--- config.mk ---
export PLATFORM = sky130hd
export DESIGN_NAME = chained_hash_map_insert_remove
export DESIGN_NICKNAME = d
export VERILOG_FILES = /design/src/sv/chm_pkg.sv /design/src/sv/chm_front.sv /design/src/sv/chm_queue.sv /design/src/sv/chm_back.sv /design/src/sv/chained_hash_map_insert_remove.sv
export SDC_FILE = /design/constraint.sdc
export NUM_CORES = 2
export LEC_CHECK = 0
export BUFFER_PORTS_ARGS = -buffer_cell sky130_fd_sc_hd__buf_2
export CAP_MARGIN = 20
export CORE_UTILIZATION = 55
export DETAILED_ROUTE_END_ITERATION = 16
export PLACE_DENSITY_LB_ADDON = 0.3
export REMOVE_ABC_BUFFERS = 1
export SLEW_MARGIN = 20
export SYNTH_ARGS = -nofsm -noshare
export SYNTH_HDL_FRONTEND = slang
export SYNTH_SLANG_ARGS = --single-unit
--- constraint.sdc ---
create_clock -name clock -period 13.05 [get_ports clock]
set_input_delay 2.61 -clock clock [delete_from_list [all_inputs] [get_ports clock]]
set_output_delay 2.61 -clock clock [all_outputs]
set_load 0.1 [all_outputs]
--- src/sv/chm_pkg.sv ---
// ----------------------------------------------------------------------------
// Chained hash map package
// Types and constants shared by the front end, the request queue, the table
// engine and the top level of the hash map.
// ----------------------------------------------------------------------------
package chm_pkg;

   localparam int KEY_W       = 31;
   localparam int VALUE_W     = 64;
   localparam int STATUS_W    = 3;
   localparam int QUEUE_DEPTH = 4;

   typedef enum logic [STATUS_W-1:0] {
      ST_INSERTED  = 3'd0,
      ST_REPLACED  = 3'd1,
      ST_REMOVED   = 3'd2,
      ST_NOT_FOUND = 3'd3,
      ST_FULL      = 3'd4
   } status_type;

   typedef enum logic [1:0] {
      BACK_CLEAR,
      BACK_IDLE,
      BACK_EXEC
   } back_state_type;

   typedef struct packed {
      logic                remove;
      logic [KEY_W-1:0]    key;
      logic [VALUE_W-1:0]  value;
   } req_item_type;

   typedef struct packed {
      logic clearing;
      logic pop;
   } back_status_type;

endpackage

--- src/sv/chm_front.sv ---
// ----------------------------------------------------------------------------
// Chained hash map front end
// Accepts transactions, works out the bucket as key modulo the bucket count
// with a reciprocal multiply and one correction, and pushes each transaction
// into the request queue. A credit counter keeps the queue from overflowing.
// ----------------------------------------------------------------------------
module chm_front #(
   parameter int NUM_BUCKETS = 16,
   parameter int B_W         = 4
) (
   input  logic                            clock,
   input  logic                            reset,
   input  logic                            start,
   output logic                            busy,
   input  logic                            req_type,
   input  logic [chm_pkg::KEY_W-1:0]       req_key,
   input  logic [chm_pkg::VALUE_W-1:0]     req_value,
   input  chm_pkg::back_status_type        back_status,
   output logic                            push,
   output chm_pkg::req_item_type           push_item,
   output logic [B_W-1:0]                  push_bucket
);
   import chm_pkg::*;

   localparam logic [63:0] RECIP_FULL = 64'hFFFF_FFFF / NUM_BUCKETS;
   localparam logic [31:0] RECIP      = RECIP_FULL[31:0];
   localparam int          REM_W      = (NUM_BUCKETS > 1) ? $clog2(2 * NUM_BUCKETS) : 1;
   localparam int          CNT_W      = $clog2(QUEUE_DEPTH + 1);

   logic                  accept;
   logic [62:0]           prod;
   logic [KEY_W-1:0]      qn;
   logic [KEY_W-1:0]      rem_full;

   logic                  s1_valid_ff, s1_valid_in;
   req_item_type          s1_item_ff;
   logic [KEY_W-1:0]      s1_quot_ff;
   logic                  s2_valid_ff, s2_valid_in;
   req_item_type          s2_item_ff;
   logic [REM_W-1:0]      s2_rem_ff, s2_rem_in;
   logic [CNT_W-1:0]      pending_ff, pending_in;

   assign busy   = reset | back_status.clearing | (pending_ff == CNT_W'(QUEUE_DEPTH));
   assign accept = start & ~busy;

   assign prod     = 63'(req_key) * 63'(RECIP);
   assign qn       = KEY_W'(s1_quot_ff * KEY_W'(NUM_BUCKETS));
   assign rem_full = s1_item_ff.key - qn;
   assign s2_rem_in = rem_full[REM_W-1:0];

   assign s1_valid_in = accept;
   assign s2_valid_in = s1_valid_ff;

   always_comb begin
      pending_in = pending_ff;
      if (accept && !back_status.pop) begin
         pending_in = pending_ff + CNT_W'(1);
      end else if (!accept && back_status.pop) begin
         pending_in = pending_ff - CNT_W'(1);
      end
   end

   always_ff @(posedge clock) begin
      if (reset) begin
         s1_valid_ff <= 1'b0;
         s2_valid_ff <= 1'b0;
         pending_ff  <= '0;
      end else begin
         s1_valid_ff <= s1_valid_in;
         s2_valid_ff <= s2_valid_in;
         pending_ff  <= pending_in;
      end
   end

   always_ff @(posedge clock) begin
      if (accept) begin
         s1_item_ff.remove <= req_type;
         s1_item_ff.key    <= req_key;
         s1_item_ff.value  <= req_value;
         s1_quot_ff        <= prod[62:32];
      end
      s2_item_ff <= s1_item_ff;
      s2_rem_ff  <= s2_rem_in;
   end

   always_comb begin
      if (s2_rem_ff >= REM_W'(NUM_BUCKETS)) begin
         push_bucket = B_W'(s2_rem_ff - REM_W'(NUM_BUCKETS));
      end else begin
         push_bucket = B_W'(s2_rem_ff);
      end
   end

   assign push      = s2_valid_ff;
   assign push_item = s2_item_ff;

endmodule

--- src/sv/chm_queue.sv ---
// ----------------------------------------------------------------------------
// Chained hash map request queue
// A small first-in first-out buffer between the front end and the table
// engine. The front end never pushes into a full queue.
// ----------------------------------------------------------------------------
module chm_queue #(
   parameter int WIDTH = 100
) (
   input  logic             clock,
   input  logic             reset,
   input  logic             push,
   input  logic [WIDTH-1:0] push_data,
   input  logic             pop,
   output logic             empty,
   output logic [WIDTH-1:0] head_data
);
   import chm_pkg::*;

   localparam int PTR_W = $clog2(QUEUE_DEPTH);
   localparam int CNT_W = $clog2(QUEUE_DEPTH + 1);

   logic [WIDTH-1:0] entry_ff [QUEUE_DEPTH];
   logic [PTR_W-1:0] wr_ptr_ff, wr_ptr_in;
   logic [PTR_W-1:0] rd_ptr_ff, rd_ptr_in;
   logic [CNT_W-1:0] count_ff, count_in;

   assign empty     = (count_ff == '0);
   assign head_data = entry_ff[rd_ptr_ff];

   always_comb begin
      wr_ptr_in = push ? wr_ptr_ff + PTR_W'(1) : wr_ptr_ff;
      rd_ptr_in = pop ? rd_ptr_ff + PTR_W'(1) : rd_ptr_ff;
      count_in  = count_ff;
      if (push && !pop) begin
         count_in = count_ff + CNT_W'(1);
      end else if (!push && pop) begin
         count_in = count_ff - CNT_W'(1);
      end
   end

   always_ff @(posedge clock) begin
      if (reset) begin
         wr_ptr_ff <= '0;
         rd_ptr_ff <= '0;
         count_ff  <= '0;
      end else begin
         wr_ptr_ff <= wr_ptr_in;
         rd_ptr_ff <= rd_ptr_in;
         count_ff  <= count_in;
      end
   end

   always_ff @(posedge clock) begin
      if (push) begin
         entry_ff[wr_ptr_ff] <= push_data;
      end
   end

endmodule

--- src/sv/chm_back.sv ---
// ----------------------------------------------------------------------------
// Chained hash map table engine
// Holds the slot tables, one row per bucket. Clears the valid bits after
// reset, then takes one transaction at a time: reads the bucket row, matches
// keys, writes the row back and reports status and the table-empty flag.
// ----------------------------------------------------------------------------
module chm_back #(
   parameter int NUM_BUCKETS      = 16,
   parameter int SLOTS_PER_BUCKET = 4,
   parameter int B_W              = 4
) (
   input  logic                            clock,
   input  logic                            reset,
   input  logic                            q_empty,
   input  chm_pkg::req_item_type           q_item,
   input  logic [B_W-1:0]                  q_bucket,
   output chm_pkg::back_status_type        back_status,
   output logic                            rsp_strobe,
   output logic [chm_pkg::STATUS_W-1:0]    rsp_status,
   output logic                            rsp_table_empty
);
   import chm_pkg::*;

   localparam int S     = SLOTS_PER_BUCKET;
   localparam int SL_W  = (S > 1) ? $clog2(S) : 1;
   localparam int CNT_W = $clog2(NUM_BUCKETS * S + 1);

   logic [S-1:0]                  valid_mem [NUM_BUCKETS];
   logic [S-1:0][KEY_W-1:0]       key_mem   [NUM_BUCKETS];
   logic [S-1:0][VALUE_W-1:0]     value_mem [NUM_BUCKETS];

   back_state_type                state_ff, state_in;
   logic [B_W-1:0]                clr_ptr_ff, clr_ptr_in;
   req_item_type                  cur_item_ff;
   logic [B_W-1:0]                cur_bucket_ff;
   logic [S-1:0]                  rd_valid_ff;
   logic [S-1:0][KEY_W-1:0]       rd_key_ff;
   logic [CNT_W-1:0]              count_ff, count_in;
   logic                          rsp_strobe_ff;
   status_type                    rsp_status_ff, status;
   logic                          rsp_table_empty_ff;

   logic                          clearing, pop, exec;
   logic [S-1:0]                  hit;
   logic                          hit_any, free_any;
   logic [SL_W-1:0]               hit_idx, free_idx, wslot;
   logic                          valid_we, key_we, value_we;
   logic [B_W-1:0]                valid_waddr;
   logic [S-1:0]                  valid_wdata, new_row;

   always_comb begin
      state_in = state_ff;
      unique case (state_ff)
         BACK_CLEAR: begin
            if (clr_ptr_ff == B_W'(NUM_BUCKETS - 1)) begin
               state_in = BACK_IDLE;
            end
         end
         BACK_IDLE: begin
            if (!q_empty) begin
               state_in = BACK_EXEC;
            end
         end
         BACK_EXEC: begin
            state_in = BACK_IDLE;
         end
         default: begin
            state_in = BACK_CLEAR;
         end
      endcase
   end

   always_comb begin
      clearing = 1'b0;
      pop      = 1'b0;
      exec     = 1'b0;
      unique case (state_ff)
         BACK_CLEAR: clearing = 1'b1;
         BACK_IDLE:  pop      = ~q_empty;
         BACK_EXEC:  exec     = 1'b1;
         default:    clearing = 1'b0;
      endcase
   end

   assign back_status.clearing = clearing;
   assign back_status.pop      = pop;
   assign clr_ptr_in           = clr_ptr_ff + B_W'(1);

   always_comb begin
      hit      = '0;
      hit_idx  = '0;
      free_idx = '0;
      for (int s = 0; s < S; s++) begin
         hit[s] = rd_valid_ff[s] && (rd_key_ff[s] == cur_item_ff.key);
      end
      for (int s = S - 1; s >= 0; s--) begin
         if (hit[s]) begin
            hit_idx = SL_W'(s);
         end
         if (!rd_valid_ff[s]) begin
            free_idx = SL_W'(s);
         end
      end
      hit_any  = |hit;
      free_any = ~&rd_valid_ff;
   end

   always_comb begin
      status   = ST_FULL;
      new_row  = rd_valid_ff;
      count_in = count_ff;
      key_we   = 1'b0;
      value_we = 1'b0;
      wslot    = hit_idx;
      if (exec) begin
         priority if (cur_item_ff.remove && hit_any) begin
            status           = ST_REMOVED;
            new_row[hit_idx] = 1'b0;
            count_in         = count_ff - CNT_W'(1);
         end else if (cur_item_ff.remove) begin
            status = ST_NOT_FOUND;
         end else if (hit_any) begin
            status   = ST_REPLACED;
            value_we = 1'b1;
         end else if (free_any) begin
            status            = ST_INSERTED;
            new_row[free_idx] = 1'b1;
            count_in          = count_ff + CNT_W'(1);
            key_we            = 1'b1;
            value_we          = 1'b1;
            wslot             = free_idx;
         end else begin
            status = ST_FULL;
         end
      end
   end

   assign valid_we    = clearing | exec;
   assign valid_waddr = clearing ? clr_ptr_ff : cur_bucket_ff;
   assign valid_wdata = clearing ? '0 : new_row;

   always_ff @(posedge clock) begin
      if (valid_we) begin
         valid_mem[valid_waddr] <= valid_wdata;
      end
      if (key_we) begin
         key_mem[cur_bucket_ff][wslot] <= cur_item_ff.key;
      end
      if (value_we) begin
         value_mem[cur_bucket_ff][wslot] <= cur_item_ff.value;
      end
      if (pop) begin
         rd_valid_ff   <= valid_mem[q_bucket];
         rd_key_ff     <= key_mem[q_bucket];
         cur_item_ff   <= q_item;
         cur_bucket_ff <= q_bucket;
      end
   end

   always_ff @(posedge clock) begin
      if (reset) begin
         state_ff      <= BACK_CLEAR;
         clr_ptr_ff    <= '0;
         count_ff      <= '0;
         rsp_strobe_ff <= 1'b0;
      end else begin
         state_ff      <= state_in;
         clr_ptr_ff    <= clr_ptr_in;
         count_ff      <= count_in;
         rsp_strobe_ff <= exec;
      end
   end

   always_ff @(posedge clock) begin
      if (exec) begin
         rsp_status_ff      <= status;
         rsp_table_empty_ff <= (count_in == '0);
      end
   end

   assign rsp_strobe      = rsp_strobe_ff;
   assign rsp_status      = rsp_status_ff;
   assign rsp_table_empty = rsp_table_empty_ff;

endmodule

--- src/sv/chained_hash_map_insert_remove.sv ---
// ----------------------------------------------------------------------------
// Chained hash map with insert and remove
// Keyed table with bounded buckets chosen by key modulo the bucket count.
// ----------------------------------------------------------------------------
// A transaction is accepted on a rising edge with start high and busy low;
// it carries req_type (0 insert or replace, 1 remove), req_key and req_value.
// Every transaction yields one result: rsp_status and rsp_table_empty are
// valid for the single cycle in which rsp_strobe is high. The receiver cannot
// stall, so results never back up into the block.
// A transaction passes the front-end stages and the queue; the strobe rises
// once the table engine has read and executed it. The engine takes one
// transaction at a time and no new one before the last is done: in its idle
// state it pops the queue and reads the bucket row from the slot tables, in
// its execute state it matches keys and writes the row back. The front end
// computes the bucket in two pipeline stages and keeps up to four transactions
// in flight ahead of the engine; busy rises when four are waiting. After reset,
// busy stays high while all valid bits are cleared; the table then starts empty.
// ----------------------------------------------------------------------------
module chained_hash_map_insert_remove #(
   parameter int NUM_BUCKETS      = 16,
   parameter int SLOTS_PER_BUCKET = 4
) (
   input  logic                            clock,
   input  logic                            reset,
   input  logic                            start,
   output logic                            busy,
   input  logic                            req_type,
   input  logic [chm_pkg::KEY_W-1:0]       req_key,
   input  logic [chm_pkg::VALUE_W-1:0]     req_value,
   output logic                            rsp_strobe,
   output logic [chm_pkg::STATUS_W-1:0]    rsp_status,
   output logic                            rsp_table_empty
);
   import chm_pkg::*;

   localparam int B_W     = (NUM_BUCKETS > 1) ? $clog2(NUM_BUCKETS) : 1;
   localparam int ITEM_W  = $bits(req_item_type);
   localparam int ENTRY_W = B_W + ITEM_W;

   back_status_type        back_status;
   logic                   push;
   req_item_type           push_item;
   logic [B_W-1:0]         push_bucket;
   logic                   q_empty;
   logic [ENTRY_W-1:0]     q_head;
   req_item_type           q_item;
   logic [B_W-1:0]         q_bucket;

   chm_front #(
      .NUM_BUCKETS (NUM_BUCKETS),
      .B_W         (B_W)
   ) u_front (
      .clock       (clock),
      .reset       (reset),
      .start       (start),
      .busy        (busy),
      .req_type    (req_type),
      .req_key     (req_key),
      .req_value   (req_value),
      .back_status (back_status),
      .push        (push),
      .push_item   (push_item),
      .push_bucket (push_bucket)
   );

   chm_queue #(
      .WIDTH (ENTRY_W)
   ) u_queue (
      .clock     (clock),
      .reset     (reset),
      .push      (push),
      .push_data ({push_bucket, push_item}),
      .pop       (back_status.pop),
      .empty     (q_empty),
      .head_data (q_head)
   );

   assign q_item   = req_item_type'(q_head[ITEM_W-1:0]);
   assign q_bucket = q_head[ENTRY_W-1:ITEM_W];

   chm_back #(
      .NUM_BUCKETS      (NUM_BUCKETS),
      .SLOTS_PER_BUCKET (SLOTS_PER_BUCKET),
      .B_W              (B_W)
   ) u_back (
      .clock           (clock),
      .reset           (reset),
      .q_empty         (q_empty),
      .q_item          (q_item),
      .q_bucket        (q_bucket),
      .back_status     (back_status),
      .rsp_strobe      (rsp_strobe),
      .rsp_status      (rsp_status),
      .rsp_table_empty (rsp_table_empty)
   );

endmodule

# == Yosys cells after proc, flatten, opt, wreduce, memory -nomap -nowiden ==
# Memories as Yosys holds them, arrays and structs flattened. A register that Yosys moved wholly into a read port is not among the register bits.
# Cells that the tools add are included.
# Widths: inputs -> output; s select.
# op_classes
order_cmp,7
n_reduce_logical,25
n_eq_ne,10
n_addsub,11
mul,1
n_bitwise,9
muxes,58
# ops
op,n
$eq 31x31->1,4
$mux 124,1
$demux 31 s2,1
$mux 2,18
$mux 7,5
$mul 31x28->33 const B,1
$mux 4,8
$mux 31,1
$mux 1,16
$mux 3,5
$logic_and 1x1->1,12
$lt 2x3->1 const B,3
$add 7x1->7 const B,1
$logic_not 7->1,1
$sub 7x1->7 const B,1
$add 3x1->3 const B,2
$ge 2x1->1 const B,3
$pmux 2 s3,1
$reduce_or 6->1,1
$sub 3x1->3 const B,2
$ge 5x5->1 const B,1
$sub 5x5->5,1
$add 2x1->2 const B,2
$add 4x1->4 const B,1
22 further kinds,29
# totals
mem_count,3
ff_bits,264
ram_bits,2448
input_bits,99
word_cells,149
# memory_table
memory,words,word_bits,rd,rd_ports_with_merged_regs,write_ports,line,rtl
u_back.key_mem,16,124,1,1,1,chm_back.sv:29,logic [S-1:0][KEY_W-1:0] key_mem [NUM_BUCKETS];
u_queue.entry_ff,4,100,1,1,1,chm_queue.sv:22,logic [WIDTH-1:0] entry_ff [QUEUE_DEPTH];
u_back.valid_mem,16,4,1,1,1,chm_back.sv:28,logic [S-1:0] valid_mem [NUM_BUCKETS];

# == Depth between registers and ports, before layout ==
# logic_depth
depth_word,16
depth_mapped,13
mapped_depth_nobuf,9

# == Hierarchy ==
# From an unflattened synthesis, not the netlist that was laid out.
# hier_totals
hier_cells,4277
area_unflattened_um2,104607.8
# by_module_without_submodules
module,cells_per_inst,instances,area_each_um2,seq_area_each_um2
chm_back,3493,1,84601.1,66824.1
chm_queue,565,1,14950.6,12191.7
chm_front,219,1,5056.1,4904.7

# == Worst setup path before layout ==
# Ideal clock, no wire load.
# synth_path
path_type,input to register
from,in reset
to,reg u_front.pending_ff[2]
path_stages,9
setup_ns,0.070
arrival_time_ns,6.333
slack_ns,6.647
required_time_ns,12.980
cell_sequence,clkbuf_1 -> a211o_1 -> nor2_1 -> ha_1 -> inv_1 -> fa_1 -> xor2_1 -> or3_1 -> a21oi_1
# synth_between
elab_chain_len,7
word_cells_on_any_way,9
classes_between,mux (1); bitwise (4); reduce/logical (4)
# synth_rtl
element,line,rtl
start: declaration,chained_hash_map_insert_remove.sv:24,"input logic reset,"
$or 1x1->1 * (2 in series),chm_front.sv:43,assign busy = reset | back_status.clearing | (pending_ff == CNT_W'(QUEUE_DEPTH));
via busy,chained_hash_map_insert_remove.sv:26,"output logic busy,"
$not 1->1 *,chm_front.sv:44,assign accept = start & ~busy;
$and 1x1->1 *,chm_front.sv:44,
via u_front.accept,chm_front.sv:30,logic accept;
$logic_not 1->1,chm_front.sv:58,end else if (!accept && back_status.pop) begin
$logic_and 1x1->1,chm_front.sv:58,
$reduce_bool 2->1 (no line),-,
end signal: assignment,chm_front.sv:71,pending_ff <= pending_in;
end: declaration,chm_front.sv:41,"logic [CNT_W-1:0] pending_ff, pending_in;"
# Mark *: on every way through the listed nets, which the timed path passes. The rest lies on a longest branch.
# A chain may end at the register's enable or synchronous reset.

# == Final worst setup path ==
# layout_path
from,in reset
to,out busy
# layout_between
elab_chain_len,2
# layout_rtl
element,line
$or 1x1->1 (2 in series),chm_front.sv:43
end: declaration,chained_hash_map_insert_remove.sv:26
# No other way between the ends.

==> flow_summary.json <==
{
  "status": "completed",
  "io_pins": 105,
  "wl_per_cell_um": 30.6,
  "async_flop_share_pct": 0,
  "finalMaxSlewViolations": 0,
  "finalHoldViolCount": 0,
  "grt_setup_unrepaired": "no",
  "core_mm2": 0.165,
  "post-cts-setup-buffers": 0,
  "hpwl_um": 94500,
  "ys_warn_count": 0,
  "worst_pin_slew_ns": 1.08,
  "grt_first_pass_wirelength_um": 287000,
  "grt_overflow": 0,
  "fmax_mhz": 158,
  "die_w_um": 410,
  "cts_buffers": 227,
  "power.internal_w": 0.0118,
  "required_ns": 10.44,
  "cts.sinks": 2432,
  "finalSetupViolCount": 0,
  "globalplace.congestion": 0.769,
  "hold_class": "register to register",
  "cts_resized": 0,
  "r2r_slack_ns": 7.82,
  "r2r-end": "u_back.key_mem[0][50]",
  "via_per_inst": 6.35,
  "hold_buffers": 0,
  "timing.final.crit_share_pct": 48.5,
  "p_leak_nw": 31.4,
  "layout_common_cells": "edfxtp_1 (2372), mux4_2 (642), clkbuf_16 (231)",
  "area_growth_pct": 11.6,
  "crit_arrival_ns": 3.71,
  "routed_wirelength_um": 197000,
  "drcViolationCount": 0,
  "r2r_start": "u_back.cur_item_ff[93]",
  "synth_edf_count": 2372,
  "p_comb_share_pct": 0.1,
  "layout.cells.most_common": "edfxtp_1",
  "placedCellCount": 6020,
  "syn_area_per_cell_um2": 23.9,
  "h-tree-depth": 4,
  "drt_first_pass_iters": 5,
  "numPortBuffers": 40,
  "crit_fanout": 27,
  "grt_max_degree": 127,
  "vdd_ir_drop_max_mv": 0.130,
  "synth_seq_area_share_pct": 79.1,
  "setup.worst_path.start_class": "primary input",
  "antenna_found_initial": 1,
  "clockBufferDepth": 3,
  "finalSetupTns_ns": 0,
  "p_switching_w": 0.00276,
  "critPathKind": "primary input to output port",
  "die_h_um": 410,
  "switching_share_pct": 18.9,
  "synth_ff_type": "edfxtp_1",
  "synth_cell_type_count": 46,
  "worstSkewPairLatency_ns": 0.84,
  "pwr-share-clk_pct": 42.1,
  "nNetsFinal": 4170,
  "postRouteAntennaNets": 0,
  "instances_no_fill": 6441,
  "min_to": "u_front.push_item[94]",
  "drive_above_1_share_pct": 28.4,
  "r2r_cells": 13,
  "vias": 40900,
  "clk_pin_slew_ns": 0.06,
  "first_iter_violations": 5062,
  "synthCells": 3830,
  "hold_depth": 0,
  "std_cell_rows": 149,
  "utilization_pct": 61.9,
  "relSlewSlack_pct": 27.9,
  "hp-start": "u_front.s1_item_ff[94]",
  "start_util_pct": 55.5,
  "dieArea_mm2": 0.168,
  "cts_tree": "done",
  "cts-root-buf": "clkbuf_16",
  "synth_seq_cells": 2432,
  "end_kind": "output port",
  "layout_min_cycle_time_ns": 6.32,
  "fin_skew_ns": 0.0389,
  "p_per_area_mw_per_mm2": 143,
  "first_global_vias": 41900,
  "drv_cap": 0,
  "grt.total_usage_pct": 23.8,
  "netlist_area_mm2": 0.0916,
  "p_seq_share_pct": 57.8
}
[critical path: stages]
cell and delay (ns):
buf_2 0.41, a211o_1 0.24, buf_2 0.45
[cell usage after synthesis, types with 9 or more instances]
library cell,instances,area (um^2)
edfxtp_1,2372,71200
mux4_2,646,14500
nor2_1,104,390
clkbuf_1,96,360
xnor2_1,88,771
buf_2,61,305
dfxtp_1,60,1200
xor2_1,52,455
a21oi_1,46,230
nor2b_1,34,213
mux2i_1,33,330
nand2_1,29,109
nand4_1,29,181
a211oi_1,27,203
nor4_1,17,106
buf_1,15,56.3
inv_1,14,52.6
nand3_1,11,55.1
nor2_2,11,68.8
buf_6,9,101
ha_1,9,113
[logic make-up after synthesis]
kind of cell | after synthesis | share of synthesized area, %
and+or+nand+nor | 277 | 1.58
muxes | 679 | 16.2
buffers and inverters | 200 | 0.997
AOI/OAI and AO/OA | 91 | 0.602
adders and majority gates | 11 | 0.167
xor gates and xnor gates | 140 | 1.34
DFF | 2432 | 79.1
[registers in the layout (all words and copies together) (netlist names), 2 cells and up, named ones only]
register	cells
u_back.clr_ptr_ff	4
u_back.count_ff	7
u_back.cur_item_ff	32
u_back.key_mem	1984
u_back.rd_key_ff	124
u_back.rd_valid_ff	4
u_back.rsp_status	3
u_back.state_ff	2
u_back.valid_mem	64
u_front.pending_ff	3
u_front.push_item	32
u_front.s1_item_ff	32
u_queue.count_ff	3
u_queue.entry_ff	128
u_queue.rd_ptr_ff	2
u_queue.wr_ptr_ff	2
[power groups by stage]
stage	clock, W	sequential (W)	combinational, W
2_1_floorplan	0	0.00861	0.00000891
3_3_place_gp	0	0.00861	0.0000177
3_5_place_dp	0	0.00861	0.0000181
4_1_cts	0.00624	0.00844	0.0000181
5_1_grt	0.00652	0.00844	0.0000197
6_report	0.00615	0.00844	0.0000179
[how the worst max path moves through the flow]
stage	slack, ns	endpoint	startpoint
finish	6.73	busy	reset
global route	6.68	busy	reset
CTS	6.74	busy	reset
detailed placement	6.73	busy	reset
global placement	6.72	busy	reset
floorplan	-1.38	u_back.rd_key_ff[101]	register
[stage by stage]
stage / cell area, um^2 / hold WS (ns) / worst slack (ns) / power [W]
2_1_floorplan: 90700 / 0.323 / -1.38 / 0.00862
3_3_place_gp: 95300 / 0.324 / 6.72 / 0.00863
3_5_place_dp: 95300 / 0.329 / 6.73 / 0.00863
4_1_cts: 102000 / 0.343 / 6.74 / 0.0147
5_1_grt: 102000 / 0.346 / 6.68 / 0.0150
6_report: 102000 / 0.342 / 6.73 / 0.0146
[per-layer routing]
metal  track usage (%)  part of all wire [%]  up-vias
met1              34.2                    40    22100
li1                  -                     -    16700
met3              3.40                   7.4      269
met5                 0                     0        -
met4              5.73                   2.1        0
met2              39.2                    50     1795
[final cells by class]
type,count,area [um^2]
Sequential cell,2432,72400
Fill cell,11000,63000
Multi-Input combinational cell,1198,18700
Clock buffer,298,6070
Tap cell,2189,2740
Timing Repair Buffer,187,1370
Clock inverter,122,798
Inverter,14,60.1
Antenna cell,1,2.50
(Power assumes the default switching activity.)
